## src/hw/rtl/pagp_pkg.sv

```systemverilog
// Shared constants, types and tables of the positional gain and pan unit.
// No dependencies.
package pagp_pkg;

	localparam int CHANNEL_COUNT = 32;
	localparam int CH_W = (CHANNEL_COUNT > 1) ? $clog2(CHANNEL_COUNT) : 1;
	localparam logic [8:0] UNSET_VAL = 9'h1FF;
	localparam logic [7:0] FULL_VOL = 8'd128;
	localparam logic [7:0] CENTER_PAN = 8'd127;
	localparam int CORDIC_STEPS = 20;
	localparam int STEP_W = 5;
	localparam logic [STEP_W-1:0] LAST_STEP = STEP_W'(CORDIC_STEPS - 1);
	localparam int NUM_W = 48;
	localparam int DEN_W = 40;
	localparam logic [23:0] SCALE_RECIP = 24'd8454531;
	localparam int SCALE_SHIFT = 39;
	localparam logic [11:0] PAN_NUM_K = 12'd2559;

	typedef enum logic [1:0] {
		REG_MASTER_VOLUME = 2'd0,
		REG_MAX_RADIUS    = 2'd1,
		REG_STEREO_ENABLE = 2'd2
	} reg_idx_t;

	typedef enum logic [4:0] {
		OP_NONE,
		OP_LOAD,
		OP_SQX,
		OP_SQY,
		OP_SQZ,
		OP_PREP,
		OP_MLO,
		OP_MHI,
		OP_SQRT,
		OP_DIV_ATT,
		OP_ATT_TAKE,
		OP_NORM_INIT,
		OP_NORM_STEP,
		OP_QUAD,
		OP_CORDIC,
		OP_PSQX,
		OP_PSQY,
		OP_DIV_PAN,
		OP_PAN_TAKE,
		OP_SCL_MUL,
		OP_SCL_TAKE,
		OP_EMIT
	} op_t;

	typedef struct packed {
		op_t              op;
		logic [STEP_W-1:0] step;
	} cmd_t;

	typedef struct packed {
		logic has_loc;
		logic att_go;
		logic pan_go;
		logic norm_done;
		logic m_zero;
		logic sqrt_busy;
		logic div_busy;
		logic out_free;
	} stat_t;

	function automatic logic [29:0] atan_turn(input logic [STEP_W-1:0] i);
		logic [29:0] v;
		case (i)
			5'd0:    v = 30'h20000000;
			5'd1:    v = 30'h12E4051E;
			5'd2:    v = 30'h09FB385B;
			5'd3:    v = 30'h051111D4;
			5'd4:    v = 30'h028B0D43;
			5'd5:    v = 30'h0145D7E1;
			5'd6:    v = 30'h00A2F61E;
			5'd7:    v = 30'h00517C55;
			5'd8:    v = 30'h0028BE53;
			5'd9:    v = 30'h00145F2F;
			5'd10:   v = 30'h000A2F98;
			5'd11:   v = 30'h000517CC;
			5'd12:   v = 30'h00028BE6;
			5'd13:   v = 30'h000145F3;
			5'd14:   v = 30'h0000A2FA;
			5'd15:   v = 30'h0000517D;
			5'd16:   v = 30'h000028BE;
			5'd17:   v = 30'h0000145F;
			5'd18:   v = 30'h00000A30;
			5'd19:   v = 30'h00000518;
			default: v = 30'h0;
		endcase
		return v;
	endfunction

endpackage

```

## src/hw/rtl/pagp_ctrl.sv

```systemverilog
// Controller state machine: sequences the datapath one item at a time.
// Depends on pagp_pkg for command and status types.
module pagp_ctrl (
	input  logic            clk,
	input  logic            arst_n,
	input  logic            in_valid,
	output logic            in_ready,
	input  pagp_pkg::stat_t stat,
	output pagp_pkg::cmd_t  cmd
);
	import pagp_pkg::*;

	typedef enum logic [4:0] {
		S_IDLE, S_SQX, S_SQY, S_SQZ, S_PREP, S_MLO, S_MHI, S_SQA, S_WSQA,
		S_ACHK, S_WDA, S_ATAKE, S_PCHK, S_NORM, S_QUAD, S_CORD, S_PSQX,
		S_PSQY, S_SQP, S_WSQP, S_MCHK, S_WDP, S_PTAKE, S_SCL,
		S_STAKE, S_EMIT
	} state_t;

	state_t            state_q;
	logic [STEP_W-1:0] cnt_q;

	assign in_ready = (state_q == S_IDLE);

	always_comb begin
		cmd.op   = OP_NONE;
		cmd.step = cnt_q;
		case (state_q)
			S_IDLE:  if (in_valid) cmd.op = OP_LOAD;
			S_SQX:   cmd.op = OP_SQX;
			S_SQY:   cmd.op = OP_SQY;
			S_SQZ:   cmd.op = OP_SQZ;
			S_PREP:  cmd.op = OP_PREP;
			S_MLO:   cmd.op = OP_MLO;
			S_MHI:   cmd.op = OP_MHI;
			S_SQA:   cmd.op = OP_SQRT;
			S_ACHK:  if (stat.att_go) cmd.op = OP_DIV_ATT;
			S_ATAKE: cmd.op = OP_ATT_TAKE;
			S_PCHK:  if (stat.pan_go) cmd.op = OP_NORM_INIT;
			S_NORM:  if (!stat.norm_done) cmd.op = OP_NORM_STEP;
			S_QUAD:  cmd.op = OP_QUAD;
			S_CORD:  cmd.op = OP_CORDIC;
			S_PSQX:  cmd.op = OP_PSQX;
			S_PSQY:  cmd.op = OP_PSQY;
			S_SQP:   cmd.op = OP_SQRT;
			S_MCHK:  if (!stat.m_zero) cmd.op = OP_DIV_PAN;
			S_PTAKE: cmd.op = OP_PAN_TAKE;
			S_SCL:   cmd.op = OP_SCL_MUL;
			S_STAKE: cmd.op = OP_SCL_TAKE;
			S_EMIT:  if (stat.out_free) cmd.op = OP_EMIT;
			default: cmd.op = OP_NONE;
		endcase
	end

	always_ff @(posedge clk or negedge arst_n) begin
		if (!arst_n) begin
			state_q <= S_IDLE;
			cnt_q   <= '0;
		end else begin
			case (state_q)
				S_IDLE:  if (in_valid) state_q <= S_SQX;
				S_SQX:   state_q <= stat.has_loc ? S_SQY : S_SCL;
				S_SQY:   state_q <= S_SQZ;
				S_SQZ:   state_q <= S_PREP;
				S_PREP:  state_q <= S_MLO;
				S_MLO:   state_q <= S_MHI;
				S_MHI:   state_q <= S_SQA;
				S_SQA:   state_q <= S_WSQA;
				S_WSQA:  if (!stat.sqrt_busy) state_q <= S_ACHK;
				S_ACHK:  state_q <= stat.att_go ? S_WDA : S_PCHK;
				S_WDA:   if (!stat.div_busy) state_q <= S_ATAKE;
				S_ATAKE: state_q <= S_PCHK;
				S_PCHK:  state_q <= stat.pan_go ? S_NORM : S_SCL;
				S_NORM:  if (stat.norm_done) state_q <= S_QUAD;
				S_QUAD: begin
					state_q <= S_CORD;
					cnt_q   <= '0;
				end
				S_CORD: begin
					cnt_q <= cnt_q + 1'b1;
					if (cnt_q == LAST_STEP) state_q <= S_PSQX;
				end
				S_PSQX:  state_q <= S_PSQY;
				S_PSQY:  state_q <= S_SQP;
				S_SQP:   state_q <= S_WSQP;
				S_WSQP:  if (!stat.sqrt_busy) state_q <= S_MCHK;
				S_MCHK:  state_q <= stat.m_zero ? S_SCL : S_WDP;
				S_WDP:   if (!stat.div_busy) state_q <= S_PTAKE;
				S_PTAKE: state_q <= S_SCL;
				S_SCL:   state_q <= S_STAKE;
				S_STAKE: state_q <= S_EMIT;
				S_EMIT:  if (stat.out_free) state_q <= S_IDLE;
				default: state_q <= S_IDLE;
			endcase
		end
	end

endmodule

```

## config.mk

```make
export PLATFORM = sky130hd
export DESIGN_NAME = pagp_ctrl
export DESIGN_NICKNAME = d
export VERILOG_FILES = /design/src/hw/rtl/pagp_pkg.sv /design/src/hw/rtl/pagp_ctrl.sv
export SDC_FILE = /design/constraint.sdc
export NUM_CORES = 1
export LEC_CHECK = 0
export ABC_AREA = 1
export BUFFER_PORTS_ARGS = -buffer_cell sky130_fd_sc_hd__buf_4
export CORE_AREA = 4 4 54 51
export CTS_CLUSTER_SIZE = 8
export DETAILED_ROUTE_END_ITERATION = 8
export DIE_AREA = 0 0 58 55
export PLACE_DENSITY_LB_ADDON = 0.25
export SYNTH_ARGS = -nofsm -noshare
export SYNTH_HDL_FRONTEND = slang
export SYNTH_SLANG_ARGS = --single-unit
```

## constraint.sdc

```tcl
create_clock -name clk -period 1.55 [get_ports clk]
set_clock_uncertainty 0.05 [all_clocks]
set_input_delay 0.2325 -clock clk [delete_from_list [all_inputs] [get_ports clk]]
set_output_delay 0.2325 -clock clk [all_outputs]
set_load 0.05 [all_outputs]
```

==> results.yml, run 1 <==
synthesis:
  synthArstFlopShare: 1.00
  synth_edf_count: 0
  avgSynthCellArea_um2: 5.74
  syn-num-nets: 215
  yosys-top-cells-area: "nand2_1, dfrtp_1, nor2_1"
  post-synth-top-count-cell: "nand2_1"
  synth.distinct_cells: 31
  synth_common_cells: "nand2_1, nor2_1, inv_1, nand3_1, dfrtp_1"
  yosysSeqAreaShare: 0.215
  synth_ff_type: "dfrtp_1"
  synth_top_cell_by_area: "nand2_1"
  yosysWarningCount: 0
  ys_seq_elements: 10
  synthCells: 203
  synth.top_cell.area_share: 0.258
  syn-cell-area_um2: 1160
outcome:
  tool.error: "[ERROR DPL-0038] Utilization greater than 100%, impossible to legalize"
  outcome: "did not finish"
  lastStage: "global routing (5_1_grt)"
placement:
  gp_congestion: 1.02
  portBuffers: 21
  dp_cells: 292
  dpl.hpwl_um: 3420
global_route:
  grt_max_degree: 11
floorplan:
  die_w_um: 58
  initial_core_util: 0.539
  rows: 16
  io_pins: 22
  die_y_um: 55
timing:
  grt-worst-endpoint: "cmd[6]"
  worst_endpoint_kind: "primary output"
clock_tree:
  cts.sinks: 10
  htree_levels: 1
  cts_made_buffers: 3
  cts_root_buffer: "clkbuf_4"
  clockBufferDepth: 2
-- metrics by stage --
step / cell area (µm²) / hold WS [ns] / utilization / setup TNS [ns] / setup slack (ns)
after CTS: 2020 / 0.271 / 0.936 / -2.65 / -0.378
after detailed placement: 1720 / 0.0164 / 0.797 / -1.46 / -0.241
after global placement: 1720 / 0.0124 / 0.797 / -1.45 / -0.273
after floorplan: 1220 / -0.113 / - / -0.360 / -0.178
-- cell families after synthesis --
| kind of cell | Yosys count | share of synthesized area |
|---|---|---|
| AND/OR/NAND/NOR | 149 | 0.589 |
| buffers and inverters | 27 | 0.107 |
| AO/OA/AOI/OAI | 15 | 0.0709 |
| flip-flops | 10 | 0.215 |
| XOR/XNOR | 1 | 0.00752 |
| adder cells (fa/ha/maj) | 1 | 0.0107 |
-- repair_timing --
item,CTS
setup endpoints to repair,11
hold buffers,1
endpoints found under the hold margin,10
pin swaps,14
buffers inserted,16
gates resized for setup,44
==> run 2, diff against run 1 <==
CORE_AREA = 4 4 65 67   (was 4 4 54 51)
CTS_CLUSTER_SIZE = default   (was 8)
DIE_AREA = 0 0 69 71   (was 0 0 58 55)
PLACE_DENSITY_LB_ADDON = 0.15   (was 0.25)
==> run 2 against run 1 <==
  * The flow now finishes, with violations (setup timing)
  * Area after synthesis is the same
  * Synthesized cell count is the same
==> results.yml, run 2 <==
outcome:
  outcome: "finished, violations left"
  failed_checks: "setup timing"
timing:
  setup_slack_ns: -0.325
  min_period_ns: 1.88
  worst_slew_pin_slew_ns: 0.298
  finalCritPeriodShare: 1.21
  relSlewSlack: 0.802
  setup_violations: 11
  finalHoldViolations: 0
  finalSetupTns_ns: -2.21
  whs_ns: 0.306
  fmax_ghz: 0.533
  slew_viol_final: 0
  grt_setup_unrepaired: "true"
cells_and_area:
  fillCellCount: 379
  drive_gt1_frac: 0.540
  post-route-util: 0.572
  area_growth_pct: 78.4
  nNetsFinal: 291
  finalNonFillerCells: 326
  final_cell_mix: "nand2_1, buf_4, nand2_2"
  top_regs: "cnt_q (5), state_q (5)"
  antenna_cells: 0
route:
  drtPass1Iterations: 4
  drt_wl_total_um: 4390
  wl_per_cell_um: 13.5
  final_antenna_net_count: 0
  vias: 1557
  drtIter0Drc: 106
  viasPerCell: 4.78
  drc: 0
floorplan:
  die_y_um: 71
  io_pins: 22
  core_area_um2: 3630
  initial_core_util: 0.321
  rows: 22
  die_area_um2: 4900
  die_w_um: 69
synthesis:
  yosys-top-cells-area: "nand2_1, dfrtp_1, nor2_1"
  syn-num-nets: 215
  avgSynthCellArea_um2: 5.74
  synth_ff_type: "dfrtp_1"
  synth.distinct_cells: 31
  synthCells: 203
  synth.top_cell.area_share: 0.258
  syn-cell-area_um2: 1160
  yosysSeqAreaShare: 0.215
  synth_top_cell_by_area: "nand2_1"
  synth_edf_count: 0
  synth_common_cells: "nand2_1, nor2_1, inv_1, nand3_1, dfrtp_1"
  synthArstFlopShare: 1.00
  ys_seq_elements: 10
  yosysWarningCount: 0
  post-synth-top-count-cell: "nand2_1"
global_route:
  grt_max_degree: 11
  grt-ovfl-total: 0
  first_global_vias: 1560
  antenna_found_initial: 0
  grt_usage: 0.181
  grt_pass1_wl_um: 7250
worst_setup_path:
  r2r_start: "state_q[2]$_DFFE_PN0P_"
  cp_slowest_cell: "dfrtp_2"
  worstSetupPathType: "reg -> out"
  path_buf_inv: 2
  cp_max_fo: 7
  r2r_slack_ns: -0.12
  cp_slowest_stage_delay_ns: 0.54
  cp-start-kind: "flop"
  crit_family: "flip-flops"
  r2r_cells: 10
  regToRegEndpoint: "state_q[0]$_DFFE_PN0P_"
  crit_required_ns: 1.27
  cp-end-kind: "output pin"
  cp_data_arrival_time_ns: 1.59
  path_cells: "nand2_2 -> nor2_1 -> a21oi_1 -> buf_4 -> nand4_1 -> buf_6"
clock_tree:
  clock_latency_ns: 0.24
  cts_tree: "yes"
  clkTransAtPathRegs_ns: 0.05
  cts.sinks: 10
  htree_levels: 1
  clockBufferDepth: 2
  cts_made_buffers: 3
  cts_root_buffer: "clkbuf_8"
power:
  ir_drop_v: 0.00147
  cellLeakagePower_nw: 1.14
  powerDensity_nw_per_um2: 2180
placement:
  gp_congestion: 0.967
  portBuffers: 21
  dp_cells: 311
  dpl.hpwl_um: 3380
  dp_slack_ns: -0.253
min_path:
  hold_class: "in -> async"
flow_run:
  max_cap_violations: 0
-- run 2: cell counts after synthesis --
Identical to the previous run, type by type.
-- run 2: layer usage --
metal | wire [µm] | up-vias | GRT usage
met5 | 0 | - | 0
met2 | 2040 | 45 | 0.293
met1 | 2050 | 709 | 0.238
met4 | 82 | 0 | 0.0564
li1 | - | 793 | -
met3 | 210 | 10 | 0.0412
-- run 2: worst max path at each step --
stage,cells past startpoint,startpoint,slack [ns],to
after global routing,7,state_q[4]$_DFFE_PN0P_,-0.40,cmd[6]
after CTS,8,state_q[3]$_DFFE_PN0P_,-0.31,cmd[8]
after detailed placement,7,state_q[2]$_DFFE_PN0P_,-0.25,cmd[6]
after floorplan,7,state_q[1]$_DFFE_PN0P_,-0.18,cmd[5]
after global placement,7,state_q[2]$_DFFE_PN0P_,-0.26,cmd[6]
final,6,state_q[2]$_DFFE_PN0P_,-0.33,cmd[8]
-- run 2: cells by family (layout without fill, tap and decap cells) --
kind of cell,after synthesis,in the layout,share of synthesized area
xor gates and xnor gates,1,1,0.00752
DFF,10,10,0.215
buffers and inverters,27,102,0.107
adders and majority gates,1,1,0.0107
AOI/OAI and AO/OA,15,15,0.0709
and+or+nand+nor,149,149,0.589
-- run 2: layout make-up --
| cell class | count | area, µm² | area share |
|---|---|---|---|
| flip-flops and latches | 10 | 259 | 0.125 |
| clock buffers | 4 | 45.0 | 0.0217 |
| multi-input cells | 166 | 995 | 0.479 |
| repair buffers | 74 | 614 | 0.296 |
| well taps | 48 | 60.1 | 0.0289 |
| inverters | 24 | 105 | 0.0506 |
-- run 2: power breakdown --
group	internal, mW	total, mW	switching (mW)
Clock	0.180	0.280	0.0998
Combinational	1.58	3.68	2.10
Sequential	0.370	0.568	0.198
Total	2.13	4.53	2.40
-- run 2: stage by stage --
stage	cell area (µm²)	power [mW]
after global placement	1720	3.48
after CTS	2010	4.34
after detailed placement	1720	3.47
final	2080	4.53
after floorplan	1220	2.38
after global routing	2080	4.81
-- run 2: timing repair --
action                     CTS  global route
pin swaps                   18            10
hold endpoints to repair    10             0
buffers inserted             7             5
setup endpoints to repair   13            13
hold buffers                 1             0
resized for setup           58            11
Note: power is estimated with default switching activity, not from simulation.
==> run 3, diff against run 2 <==
clock period = 2 ns   (was 1.55 ns; I/O delays follow)
==> run 3 against run 2 <==
  * The run now ends clean
  * Combinational power down 40%
  * Hold slack better by 0.072 ns
  * Clock power down 11%
  * Setup slack better by 0.37 ns
  * Register-to-register slack better by 0.55 ns
  * First-iteration DRC count down 23%
  * Global-route usage down 3.6 points
  * Via count down 8.1%
  * Sequential share of layout area up 2.5 points
  * Critical path type unchanged
==> results.yml, run 3 (synthesis results as in run 2) <==
power:
  cellLeakagePower_nw: 0.964
  p_seq_frac: 0.136
  p_switching_mw: 1.60
  power.internal_mw: 1.26
  powerDensity_nw_per_um2: 1680
  p_comb_frac: 0.777
  p_sw_frac: 0.560
  ir_drop_v: 0.000590
  power_mw: 2.86
  pwr-share-clk: 0.087
global_route:
  first_global_vias: 1224
  grt_pass1_wl_um: 5780
  grt_max_degree: 11
  antenna_found_initial: 0
  grt-ovfl-total: 0
  grt_usage: 0.145
flow_run:
  max_cap_violations: 0
timing:
  grt_setup_unrepaired: "true"
  finalCritPeriodShare: 0.979
  finalHoldViolations: 0
  relSlewSlack: 0.791
  slew_viol_final: 0
  worst_slew_pin_slew_ns: 0.312
  min_period_ns: 1.96
  setup_violations: 0
  setup_slack_ns: 0.0427
  fmax_ghz: 0.511
worst_setup_path:
  crit_required_ns: 1.65
  cp_data_arrival_time_ns: 1.61
  cp_slowest_stage_delay_ns: 0.46
  path_cells: "clkinv_4 -> nor3_4 -> nand2_2 -> nand2_2 -> nor2_2 -> nand3_1 -> buf_6"
  cp_slowest_cell: "dfrtp_2"
  cp_max_fo: 6
  cp-end-kind: "output pin"
  worstSetupPathType: "reg -> out"
  cp-start-kind: "flop"
  crit_top_cell: "nand2_2"
cells_and_area:
  final_cell_mix: "nand2_1, buf_4, nor2_1"
  design_area_um2: 1700
  seq_area_um2: 255
  multi_input_area_um2: 890
  top_regs: "cnt_q (5), state_q (5)"
  drive_gt1_frac: 0.363
  area_growth_pct: 46.1
  fillCellCount: 393
  layout.cells.most_common: "nand2_1"
  antenna_cells: 0
  nNetsFinal: 258
route:
  drtPass1Iterations: 4
  vias: 1431
  drc: 0
  drt_wl_total_um: 3600
  final_antenna_net_count: 0
  drtIter0Drc: 82
  wl_per_cell_um: 12.3
  viasPerCell: 4.88
clock_tree:
  cts_tree: "yes"
  clock_latency_ns: 0.23
  cts_root_buffer: "clkbuf_8"
  htree_levels: 1
  cts_made_buffers: 3
  clockBufferDepth: 2
  cts.sinks: 10
  clkTransAtPathRegs_ns: 0.05
outcome:
  outcome: "finished, final reports clean"
floorplan:
  core_area_um2: 3630
  initial_core_util: 0.321
  die_w_um: 69
  io_pins: 22
  die_y_um: 71
  rows: 22
  die_area_um2: 4900
placement:
  post_dp_cell_area_um2: 1410
  gp_congestion: 0.933
  dp_slack_ns: 0.174
  dpl.hpwl_um: 2870
  portBuffers: 21
min_path:
  hold_class: "in -> async"
[run 3: changes by cell type in the layout (fill, tap and decap cells not counted), moves of 4 or more]
cell,previous run,this run
nand3_1,11,15
nor2_4,8,4
nor2_2,11,7
nand2_2,17,8
buf_8,5,0
buf_4,63,32
nand2_1,63,73
nor2_1,16,24
[run 3: power groups by stage]
stage	registers (mW)	logic (mW)	clock network [mW]
floorplan	0.412	1.32	0
global placement	0.378	1.86	0
detailed placement	0.380	1.84	0
CTS	0.392	1.97	0.261
global route	0.399	2.40	0.268
finish	0.388	2.22	0.249
[run 3: path summary, 6_finish.rpt]
check | startpoint | end | slack (ns) | depth (start not counted)
max reg2reg | state_q[1]$_DFFE_PN0P_ | state_q[0]$_DFFE_PN0P_ | 0.43 | 10
max | state_q[1]$_DFFE_PN0P_ | cmd[7] | 0.04 | 7
min | arst_n | state_q[3]$_DFFE_PN0P_ | 0.38 | 2
min reg2reg | cnt_q[0]$_DFFE_PN0P_ | cnt_q[0]$_DFFE_PN0P_ | 0.47 | 1
max in group asynchronous | arst_n | state_q[2]$_DFFE_PN0P_ | 1.37 | 2
min in group clk | stat[1] | state_q[1]$_DFFE_PN0P_ | 0.42 | 6
[run 3: per-layer routing]
metal  global-route usage  vias up  wire [µm]  part of all wire
li1                     -      727          -                 -
met3               0.0284        6        181             0.050
met5                    0        -          0                 0
met4               0.0651        0         62             0.017
met2                0.209       48       1610              0.45
met1                0.207      650       1750              0.49
[run 3: worst max-delay path: cells and delay by family, from the launching register on]
kind | cells | cell delay, ns
flip-flops | 1 | 0.46
AND/OR/NAND/NOR | 5 | 0.63
buffers and inverters | 2 | 0.28
[run 3: metrics by stage]
step	hold WS, ns	TNS, ns	cells	utilization
after CTS	0.374	0	284	0.424
after global placement	0.0883	0	277	0.389
after floorplan	-0.0456	0	203	-
after global routing	0.413	-0.0992	293	0.468
after detailed placement	0.0877	0	277	0.389
final	0.378	0	293	0.468
[run 3: final cells by class]
type | count | area share
flip-flops and latches | 10 | 0.150
clock buffers | 4 | 0.0324
multi-input cells | 166 | 0.523
inverters | 24 | 0.0588
repair buffers | 41 | 0.201
well taps | 48 | 0.0353
[run 3: repair_timing]
item | in CTS | in global routing
hold buffers | 1 | 0
pin swaps | 1 | 6
resized for setup | 13 | 28
cloned | 0 | 0
buffers inserted | 2 | 9
endpoints found under the hold margin | 10 | 0
endpoints found under the setup margin | 4 | 5
